==> src/hw/rtl/uart_pkg.sv <==
`default_nettype none
// ----------------------------------------------------------------------------
// uart_pkg
// Shared types, register indexes and field widths for the serial transceiver.
// ----------------------------------------------------------------------------
package uart_pkg;

  localparam int BYTE_W       = 8;
  localparam int TICKS_W      = 16;
  localparam int S_TDATA_W    = 16;
  localparam int M_TDATA_W    = 16;
  localparam int CFG_INDEX_W  = 2;
  localparam int CFG_DATA_W   = 16;

  localparam int DATA_BITS_DEF   = 8;
  localparam int TIMER_WIDTH_DEF = 16;

  localparam logic [TICKS_W-1:0] BIT_TICKS_RST = 16'd104;

  // register indexes on the config channel
  localparam logic [CFG_INDEX_W-1:0] REG_BIT_TICKS = 2'd0;
  localparam logic [CFG_INDEX_W-1:0] REG_PARITY    = 2'd1;
  localparam logic [CFG_INDEX_W-1:0] REG_TWO_STOP  = 2'd2;

  // parity mode codes
  localparam logic [1:0] PAR_NONE = 2'd0;
  localparam logic [1:0] PAR_ODD  = 2'd1;
  localparam logic [1:0] PAR_EVEN = 2'd2;

  typedef struct packed {
    logic [1:0] parity_mode;
    logic       two_stop;
  } frame_cfg_t;

  typedef struct packed {
    logic line;
    logic busy;
  } tx_result_t;

  typedef struct packed {
    logic              valid;
    logic [BYTE_W-1:0] data;
  } rx_result_t;

  function automatic logic parity_on(input logic [1:0] mode);
    return (mode == PAR_ODD) || (mode == PAR_EVEN);
  endfunction

endpackage
`default_nettype wire

==> src/hw/rtl/uart_tx.sv <==
`default_nettype none
// ----------------------------------------------------------------------------
// uart_tx
// Transmit framer: start bit, data bits LSB first, optional parity, stop bits.
// ----------------------------------------------------------------------------
module uart_tx
  import uart_pkg::*;
#(
  parameter int DATA_BITS = DATA_BITS_DEF,
  parameter int PW        = TICKS_W
) (
  input  logic              clk,
  input  logic              rst,
  input  logic              advance,
  input  logic              cmd,
  input  logic [BYTE_W-1:0] tx_byte,
  input  logic [PW-1:0]     period,
  input  frame_cfg_t        fcfg,
  output tx_result_t        res
);

  localparam int IW = $clog2(DATA_BITS + 1);

  typedef enum logic [2:0] {
    TX_IDLE,
    TX_START,
    TX_DATA,
    TX_PARITY,
    TX_STOP1,
    TX_STOP2
  } tx_phase_t;

  tx_phase_t            phase, phase_next;
  logic [DATA_BITS-1:0] shift, shift_next;
  logic                 parity_acc, parity_acc_next;
  logic [IW-1:0]        bit_index, bit_index_next;
  logic [PW-1:0]        timer, timer_next;
  logic [PW-1:0]        timer_dec;
  logic [BYTE_W+DATA_BITS-1:0] byte_ext;

  assign byte_ext  = {{DATA_BITS{1'b0}}, tx_byte};
  assign timer_dec = timer - PW'(timer != '0);

  always_comb begin
    phase_next      = phase;
    shift_next      = shift;
    parity_acc_next = parity_acc;
    bit_index_next  = bit_index;
    timer_next      = timer;

    if (phase != TX_IDLE) begin
      timer_next = timer_dec;
      if (timer_dec == '0) begin
        case (phase)
          TX_START: begin
            phase_next     = TX_DATA;
            bit_index_next = '0;
          end
          TX_DATA: begin
            // data goes out of bit 0, the shifter moves down one per bit
            parity_acc_next = parity_acc ^ shift[0];
            shift_next      = shift >> 1;
            bit_index_next  = bit_index + IW'(1);
            if (bit_index_next >= IW'(DATA_BITS)) begin
              phase_next = parity_on(fcfg.parity_mode) ? TX_PARITY : TX_STOP1;
            end
          end
          TX_PARITY: phase_next = TX_STOP1;
          TX_STOP1:  phase_next = fcfg.two_stop ? TX_STOP2 : TX_IDLE;
          default:   phase_next = TX_IDLE;
        endcase
        timer_next = (phase_next == TX_IDLE) ? '0 : period;
      end
    end

    // idle at the end of a stop bit still takes a request on this tick
    if (phase_next == TX_IDLE && cmd) begin
      shift_next      = byte_ext[DATA_BITS-1:0];
      parity_acc_next = 1'b0;
      bit_index_next  = '0;
      phase_next      = TX_START;
      timer_next      = period;
    end
  end

  always_comb begin
    case (phase_next)
      TX_START:  res.line = 1'b0;
      TX_DATA:   res.line = shift_next[0];
      TX_PARITY: res.line = (fcfg.parity_mode == PAR_ODD) ? ~parity_acc_next
                                                          : parity_acc_next;
      default:   res.line = 1'b1;
    endcase
    res.busy = (phase_next != TX_IDLE);
  end

  always_ff @(posedge clk) begin
    if (rst) begin
      phase      <= TX_IDLE;
      shift      <= '0;
      parity_acc <= 1'b0;
      bit_index  <= '0;
      timer      <= '0;
    end else if (advance) begin
      phase      <= phase_next;
      shift      <= shift_next;
      parity_acc <= parity_acc_next;
      bit_index  <= bit_index_next;
      timer      <= timer_next;
    end
  end

endmodule
`default_nettype wire

==> src/hw/rtl/uart_rx.sv <==
`default_nettype none
// ----------------------------------------------------------------------------
// uart_rx
// Receive sampler: start detect, mid-bit sampling, tail wait, byte report.
// ----------------------------------------------------------------------------
module uart_rx
  import uart_pkg::*;
#(
  parameter int DATA_BITS = DATA_BITS_DEF,
  parameter int PW        = TICKS_W
) (
  input  logic          clk,
  input  logic          rst,
  input  logic          advance,
  input  logic          rx_line,
  input  logic [PW-1:0] period,
  input  frame_cfg_t    fcfg,
  output rx_result_t    res
);

  localparam int IW = $clog2(DATA_BITS + 1);
  localparam int RW = PW + 1;

  typedef enum logic [1:0] {
    RX_HUNT,
    RX_START,
    RX_DATA,
    RX_TAIL
  } rx_phase_t;

  rx_phase_t            phase, phase_next;
  logic [DATA_BITS-1:0] shift, shift_next;
  logic [DATA_BITS-1:0] hold, hold_next;
  logic [IW-1:0]        bit_index, bit_index_next;
  logic [RW-1:0]        timer, timer_next;
  logic [RW-1:0]        timer_dec;
  logic [RW-1:0]        period_ext;
  logic                 valid_next;
  logic [BYTE_W+DATA_BITS-1:0] hold_ext;

  assign period_ext = {1'b0, period};
  assign timer_dec  = timer - RW'(timer != '0);
  assign hold_ext   = {{BYTE_W{1'b0}}, hold_next};

  always_comb begin
    phase_next     = phase;
    shift_next     = shift;
    hold_next      = hold;
    bit_index_next = bit_index;
    timer_next     = timer;
    valid_next     = 1'b0;

    if (phase == RX_HUNT) begin
      if (!rx_line) begin
        // first sample lands in the middle of bit 0
        phase_next     = RX_START;
        timer_next     = period_ext + (period_ext >> 1);
        bit_index_next = '0;
      end
    end else begin
      timer_next = timer_dec;
      if (timer_dec == '0) begin
        if (phase == RX_START || phase == RX_DATA) begin
          // LSB arrives first and ends at bit 0 after all samples
          shift_next     = {rx_line, shift[DATA_BITS-1:1]};
          bit_index_next = bit_index + IW'(1);
          phase_next     = RX_DATA;
          if (bit_index_next >= IW'(DATA_BITS)) begin
            phase_next     = RX_TAIL;
            bit_index_next = IW'(1) + IW'(parity_on(fcfg.parity_mode))
                           + IW'(fcfg.two_stop);
          end
          timer_next = period_ext;
        end else begin
          bit_index_next = bit_index - IW'(bit_index != '0);
          if (bit_index_next == '0) begin
            hold_next  = shift;
            valid_next = 1'b1;
            phase_next = RX_HUNT;
            timer_next = '0;
          end else begin
            timer_next = period_ext;
          end
        end
      end
    end
  end

  assign res.valid = valid_next;
  assign res.data  = hold_ext[BYTE_W-1:0];

  always_ff @(posedge clk) begin
    if (rst) begin
      phase     <= RX_HUNT;
      shift     <= '0;
      hold      <= '0;
      bit_index <= '0;
      timer     <= '0;
    end else if (advance) begin
      phase     <= phase_next;
      shift     <= shift_next;
      hold      <= hold_next;
      bit_index <= bit_index_next;
      timer     <= timer_next;
    end
  end

endmodule
`default_nettype wire

==> src/hw/rtl/uart_transmitter_receiver_unit.sv <==
`default_nettype none
// ----------------------------------------------------------------------------
// uart_transmitter_receiver_unit
// Tick-driven serial transceiver with optional parity and one or two stop bits.
// ----------------------------------------------------------------------------
// Usage:
//   Each input beat on s_axis is one timebase tick: tuser carries the send
//   request, tdata the byte to send and the sampled receive line. Every input
//   beat yields exactly one output beat on m_axis with the transmit line level,
//   the busy flag, the receive strobe and the last received byte.
//   The single output register after the per-tick logic makes the output beat
//   appear in the cycle after its input beat; one beat per cycle unless stalled.
//   s_axis_tready drops only while a result sits in the output register and
//   m_axis_tready is low, so a stalled consumer holds off the next tick and
//   no result is lost.
//   The cfg channel is always ready; index 0 bit_ticks, 1 parity_mode,
//   2 two_stop. Write it only while no tick is in flight.
//   Reset (rst, synchronous) returns 104 ticks per bit, no parity, one stop
//   bit, an idle transmitter, a receiver hunting for a start bit and a held
//   received byte of zero. There is no clearing pass.
// ----------------------------------------------------------------------------
module uart_transmitter_receiver_unit
  import uart_pkg::*;
#(
  parameter int DATA_BITS   = DATA_BITS_DEF,
  parameter int TIMER_WIDTH = TIMER_WIDTH_DEF
) (
  input  logic                   clk,
  input  logic                   rst,
  // slave side
  input  logic                   s_axis_tvalid,
  output logic                   s_axis_tready,
  input  logic [S_TDATA_W-1:0]   s_axis_tdata,   // [7:0] tx_byte, [8] rx_line
  input  logic                   s_axis_tuser,   // [0] cmd
  // master side
  output logic                   m_axis_tvalid,
  input  logic                   m_axis_tready,
  output logic [M_TDATA_W-1:0]   m_axis_tdata,   // [0] tx_line, [1] tx_busy,
                                                 // [2] rx_valid, [10:3] rx_byte
  // config writes
  input  logic                   cfg_valid,
  output logic                   cfg_ready,
  input  logic [CFG_INDEX_W-1:0] cfg_index,
  input  logic [CFG_DATA_W-1:0]  cfg_data
);

  localparam int PW = (TIMER_WIDTH < TICKS_W) ? TIMER_WIDTH : TICKS_W;

  logic [TICKS_W-1:0] bit_ticks;
  frame_cfg_t         fcfg;
  logic [PW-1:0]      period;
  logic               accept;
  tx_result_t         tx_res;
  rx_result_t         rx_res;

  assign cfg_ready     = 1'b1;
  assign s_axis_tready = !m_axis_tvalid || m_axis_tready;
  assign accept        = s_axis_tvalid && s_axis_tready;

  // a zero bit time runs as one tick
  assign period = (bit_ticks[PW-1:0] == '0) ? PW'(1) : bit_ticks[PW-1:0];

  always_ff @(posedge clk) begin
    if (rst) begin
      bit_ticks        <= BIT_TICKS_RST;
      fcfg.parity_mode <= PAR_NONE;
      fcfg.two_stop    <= 1'b0;
    end else if (cfg_valid && cfg_ready) begin
      case (cfg_index)
        REG_BIT_TICKS: bit_ticks        <= cfg_data[TICKS_W-1:0];
        REG_PARITY:    fcfg.parity_mode <= cfg_data[1:0];
        REG_TWO_STOP:  fcfg.two_stop    <= cfg_data[0];
        default:       ;
      endcase
    end
  end

  uart_tx #(
    .DATA_BITS (DATA_BITS),
    .PW        (PW)
  ) u_tx (
    .clk     (clk),
    .rst     (rst),
    .advance (accept),
    .cmd     (s_axis_tuser),
    .tx_byte (s_axis_tdata[BYTE_W-1:0]),
    .period  (period),
    .fcfg    (fcfg),
    .res     (tx_res)
  );

  uart_rx #(
    .DATA_BITS (DATA_BITS),
    .PW        (PW)
  ) u_rx (
    .clk     (clk),
    .rst     (rst),
    .advance (accept),
    .rx_line (s_axis_tdata[BYTE_W]),
    .period  (period),
    .fcfg    (fcfg),
    .res     (rx_res)
  );

  always_ff @(posedge clk) begin
    if (rst) begin
      m_axis_tvalid <= 1'b0;
    end else if (accept) begin
      m_axis_tvalid <= 1'b1;
    end else if (m_axis_tready) begin
      m_axis_tvalid <= 1'b0;
    end
  end

  always_ff @(posedge clk) begin
    if (accept) begin
      m_axis_tdata <= M_TDATA_W'({rx_res.data, rx_res.valid, tx_res.busy, tx_res.line});
    end
  end

endmodule
`default_nettype wire

==> config.mk <==
export PLATFORM = sky130hd
export DESIGN_NAME = uart_transmitter_receiver_unit
export DESIGN_NICKNAME = d
export VERILOG_FILES = /design/src/hw/rtl/uart_pkg.sv /design/src/hw/rtl/uart_tx.sv /design/src/hw/rtl/uart_rx.sv /design/src/hw/rtl/uart_transmitter_receiver_unit.sv
export SDC_FILE = /design/constraint.sdc
export NUM_CORES = 1
export LEC_CHECK = 0
export CAP_MARGIN = 10
export CORE_MARGIN = 4
export CORE_UTILIZATION = 55
export DETAILED_ROUTE_END_ITERATION = 8
export DONT_BUFFER_PORTS = 1
export PLACE_DENSITY = 0.71
export SLEW_MARGIN = 20
export SYNTH_ARGS = -nofsm -noshare
export SYNTH_HDL_FRONTEND = slang
export SYNTH_HIERARCHICAL = 1
export SYNTH_SLANG_ARGS = --single-unit
export TNS_END_PERCENT = 100
==> constraint.sdc <==
create_clock -name clk -period 11.5 [get_ports clk]
set_input_delay 1.15 -clock clk [delete_from_list [all_inputs] [get_ports clk]]
set_output_delay 1.15 -clock clk [all_outputs]
set_load 0.01 [all_outputs]
==> impl_metrics.yaml <==
placement:
  gp_congestion: 0.9155
  placed_area_um2: 6620
  io_buffers: 0
  dp_hpwl_um: 11540
power:
  p_leak_nw: 2.584
  ir_drop_mv: 0.2803
  power_density_nw_per_um2: 198.9
  seqPwrFrac: 0.323
  comb_power_share: 0.454
  clkPwrFrac: 0.224
  swShare: 0.4152
  p_switching_uw: 570.6
  power.internal_uw: 803.7
worst_setup_path:
  crit_slowest_cell: "or4_4"
  required_ns: 11.80
  crit_arrival_ns: 4.81
  cpLargestDelayFamily: "simple AND/OR/NAND/NOR gates"
  crit_top_cell: "ha_1"
  cp-end-kind: "flop"
  r2r_start: "u_tx/timer[9]"
  crit_type: "flop to flop"
  path_max_fanout: 27
  startpoint_type: "flop"
  crit_path_start: "u_tx/timer[9]"
  critPathMaxStageDelay_ns: 0.54
  critical_path_buf_inv_count: 1
  path_cells: "or4_4 -> nor4_1 -> nand3_1 -> ha_1 -> ha_1 -> inv_1 -> o31ai_1 -> a22o_1 -> and4b_1 -> nand3_2 -> nand2_1 -> or3_1 -> a31oi_1 -> a21o_1"
routing:
  drt_iter0_drc: 452
  routed_wl_um: 16500
  vias: 6075
  dr.pass1.iters: 6
  wl_per_cell_um: 17.29
  via_per_inst: 6.368
  detail-route-antenna-nets: 0
  post-route-drc-count: 0
clock_tree:
  cts_made_buffers: 9
  cts_max_level: 3
  hold_buffers: 0
  cts_resized: 0
  cts_tree: "done"
  clk_path_buf_depth: 2
  clk-insertion-delay-late_ns: 0.36
  clk_pin_slew_ns: 0.07
  cts.sinks: 102
  cts_root_buf: "clkbuf_16"
  post_cts_buffers: 0
global_route:
  grt_max_degree: 76
  grt_pass1_wl_um: 27300
  antenna_found_initial: 0
  grt_usage: 0.2304
  globalRoute.totalOverflow: 0
  grt_pass1_vias: 5634
sta:
  timing.fmax_mhz: 221.7
  setup_violations: 0
  rsz0062_at_grt: "false"
  slew_headroom: 0.3419
  maxSlewViolCount: 0
  finalSetupTns_ns: 0
  worst_slew_pin_slew_ns: 0.9829
  hold_viol: 0
  period_needed_ns: 4.511
  period_share: 0.3923
  clock_skew_ns: 0.009574
die:
  die_y_um: 118.8
  ios: 59
  coreArea_um2: 12010
  die_w_um: 118.8
  start_util: 0.5625
  die_area_um2: 14120
  placementRows: 40
yosys:
  synth_seq_area_share: 0.3185
  async_flop_share: 0
  synth_top_area_frac: 0.2696
  synth.largest_area_cell: "dfxtp_1"
  synth_edf_count: 11
  postSynth.topFlopCell: "dfxtp_1"
  avgSynthCellArea_um2: 7.939
  netlist_area_um2: 6756
  ys.warnings.count: 6
  synth-seq-cells: 102
  synth.area.top_cells: "dfxtp_1 (27%), nand2_1 (5.9%), ha_1 (5.6%)"
  syn_inst: 851
  synth.distinct_cells: 86
run:
  drv_cap: 0
cells_and_area:
  fin_nets: 873
  final_area_um2: 6909
  antennaDiodeCount: 0
  area_delta_synth_final_pct: 2.259
  layout-drive-gt1-share: 0.07063
worst_hold_path:
  worstHoldStart: "u_rx/hold[0]"
  hold_class: "flop to flop"
status:
  status: "finished, final reports clean"
## tightest hold or removal path, cell delays in order (launching register included)
cell and delay, ns:
dfxtp_1 0.31, nand2_1 0.05, a21oi_1 0.05
## per-layer routing
layer  routed length (µm)  track usage  vias to the layer above
met3                  926      0.03656                       31
li1                     -            -                     2986
met4                  401      0.08907                        0
met5                    0            0                        -
met1                 7191       0.3003                     2881
met2                 7977       0.3837                      177
## cell type report
type / count / area (µm²)
repair buffers: 3 / 22.52
inverters: 35 / 131.4
well taps: 147 / 183.9
multi-input cells: 651 / 4130
clock inverters: 5 / 56.30
flip-flops and latches: 102 / 2152
fillers: 1115 / 5102
clock buffers: 11 / 232.7
## cell usage after synthesis (all sizes together), types with 3 or more instances
master   count
o31a         3
nand2      109
and2         7
a22o         7
or3          7
xnor2       16
a211oi      18
mux2         8
nor2        65
nor3        24
a21oi       68
nor2b       11
dfxtp       91
edfxtp      11
o2111ai      3
or2          7
o21ai       31
a2111oi      5
a22oi        8
nand2b      14
o211ai       9
nor4        15
or4          4
o31ai        5
a31oi       20
a21o        12
mux2i        8
nand4       10
nand3       39
and4         3
o22ai       10
buf         27
nor4bb       8
inv         34
nand3b       7
ha          30
a31o         3
xor2        15
clkbuf      40
and3         4
## flip-flops by register name (all words and copies together), names as in the netlist
register and count:
u_tx/timer 16, u_rx/phase 2, u_tx/parity_acc 1, u_tx/phase 3, u_rx/shift 8, u_tx/shift 8
u_rx/hold 8, fcfg 3, m_axis_tvalid 1, m_axis_tdata 11, u_tx/bit_index 4, bit_ticks 16
u_rx/timer 17, u_rx/bit_index 4
## cells by family (layout without fill, tap and decap cells)
logic type / after synthesis / after routing / share of synthesized area
buffers and inverters: 102 / 54 / 0.07241
other: 2 / 6 / 0.001112
adders and majority gates: 31 / 31 / 0.05852
muxes: 16 / 16 / 0.02519
AOI/OAI and AO/OA: 225 / 225 / 0.2196
and+or+nand+nor: 342 / 342 / 0.2644
xor gates and xnor gates: 31 / 31 / 0.04019
DFF: 102 / 102 / 0.3185
## power by group through the flow
stage	registers (mW)	clock network, mW	logic, mW
global placement	0.447	0	0.581
finish	0.444	0.307	0.623
floorplan	0.427	0	0.516
CTS	0.442	0.311	0.609
global route	0.449	0.326	0.694
detailed placement	0.450	0	0.599
## per-stage QoR
step,worst slack (ns),power [mW],utilization,cells,hold WS (ns)
floorplan,7.760,0.9431,-,855,0.4250
global placement,7.188,1.029,0.5511,938,0.4297
detailed placement,7.170,1.048,0.5511,938,0.4383
CTS,7.103,1.362,0.5752,954,0.4480
global route,6.599,1.469,0.5752,954,0.4708
finish,6.989,1.374,0.5752,954,0.4446
## cell usage in the layout (no fill, tap or decap), drive strengths merged, types with 12 or more instances in the layout
master and count:
ha 30, nor4 15, a211oi 18, nand2 109, inv 36, nor3 24, a31oi 20, dfxtp 91
o21ai 31, nor2 65, a21oi 68, nand3 39, nand2b 14, a21o 12, xor2 15, xnor2 16
## worst paths after layout
| check | end | slack [ns] | depth (start not counted) |
|---|---|---|---|
| max | u_tx/timer[8] | 6.99 | 14 |
| min | u_rx/hold[0] | 0.44 | 2 |
| max reg2reg | u_tx/timer[8] | 6.99 | 14 |
| min reg2reg | u_rx/hold[0] | 0.44 | 2 |
No activity file was read; power rests on OpenSTA's default activity.
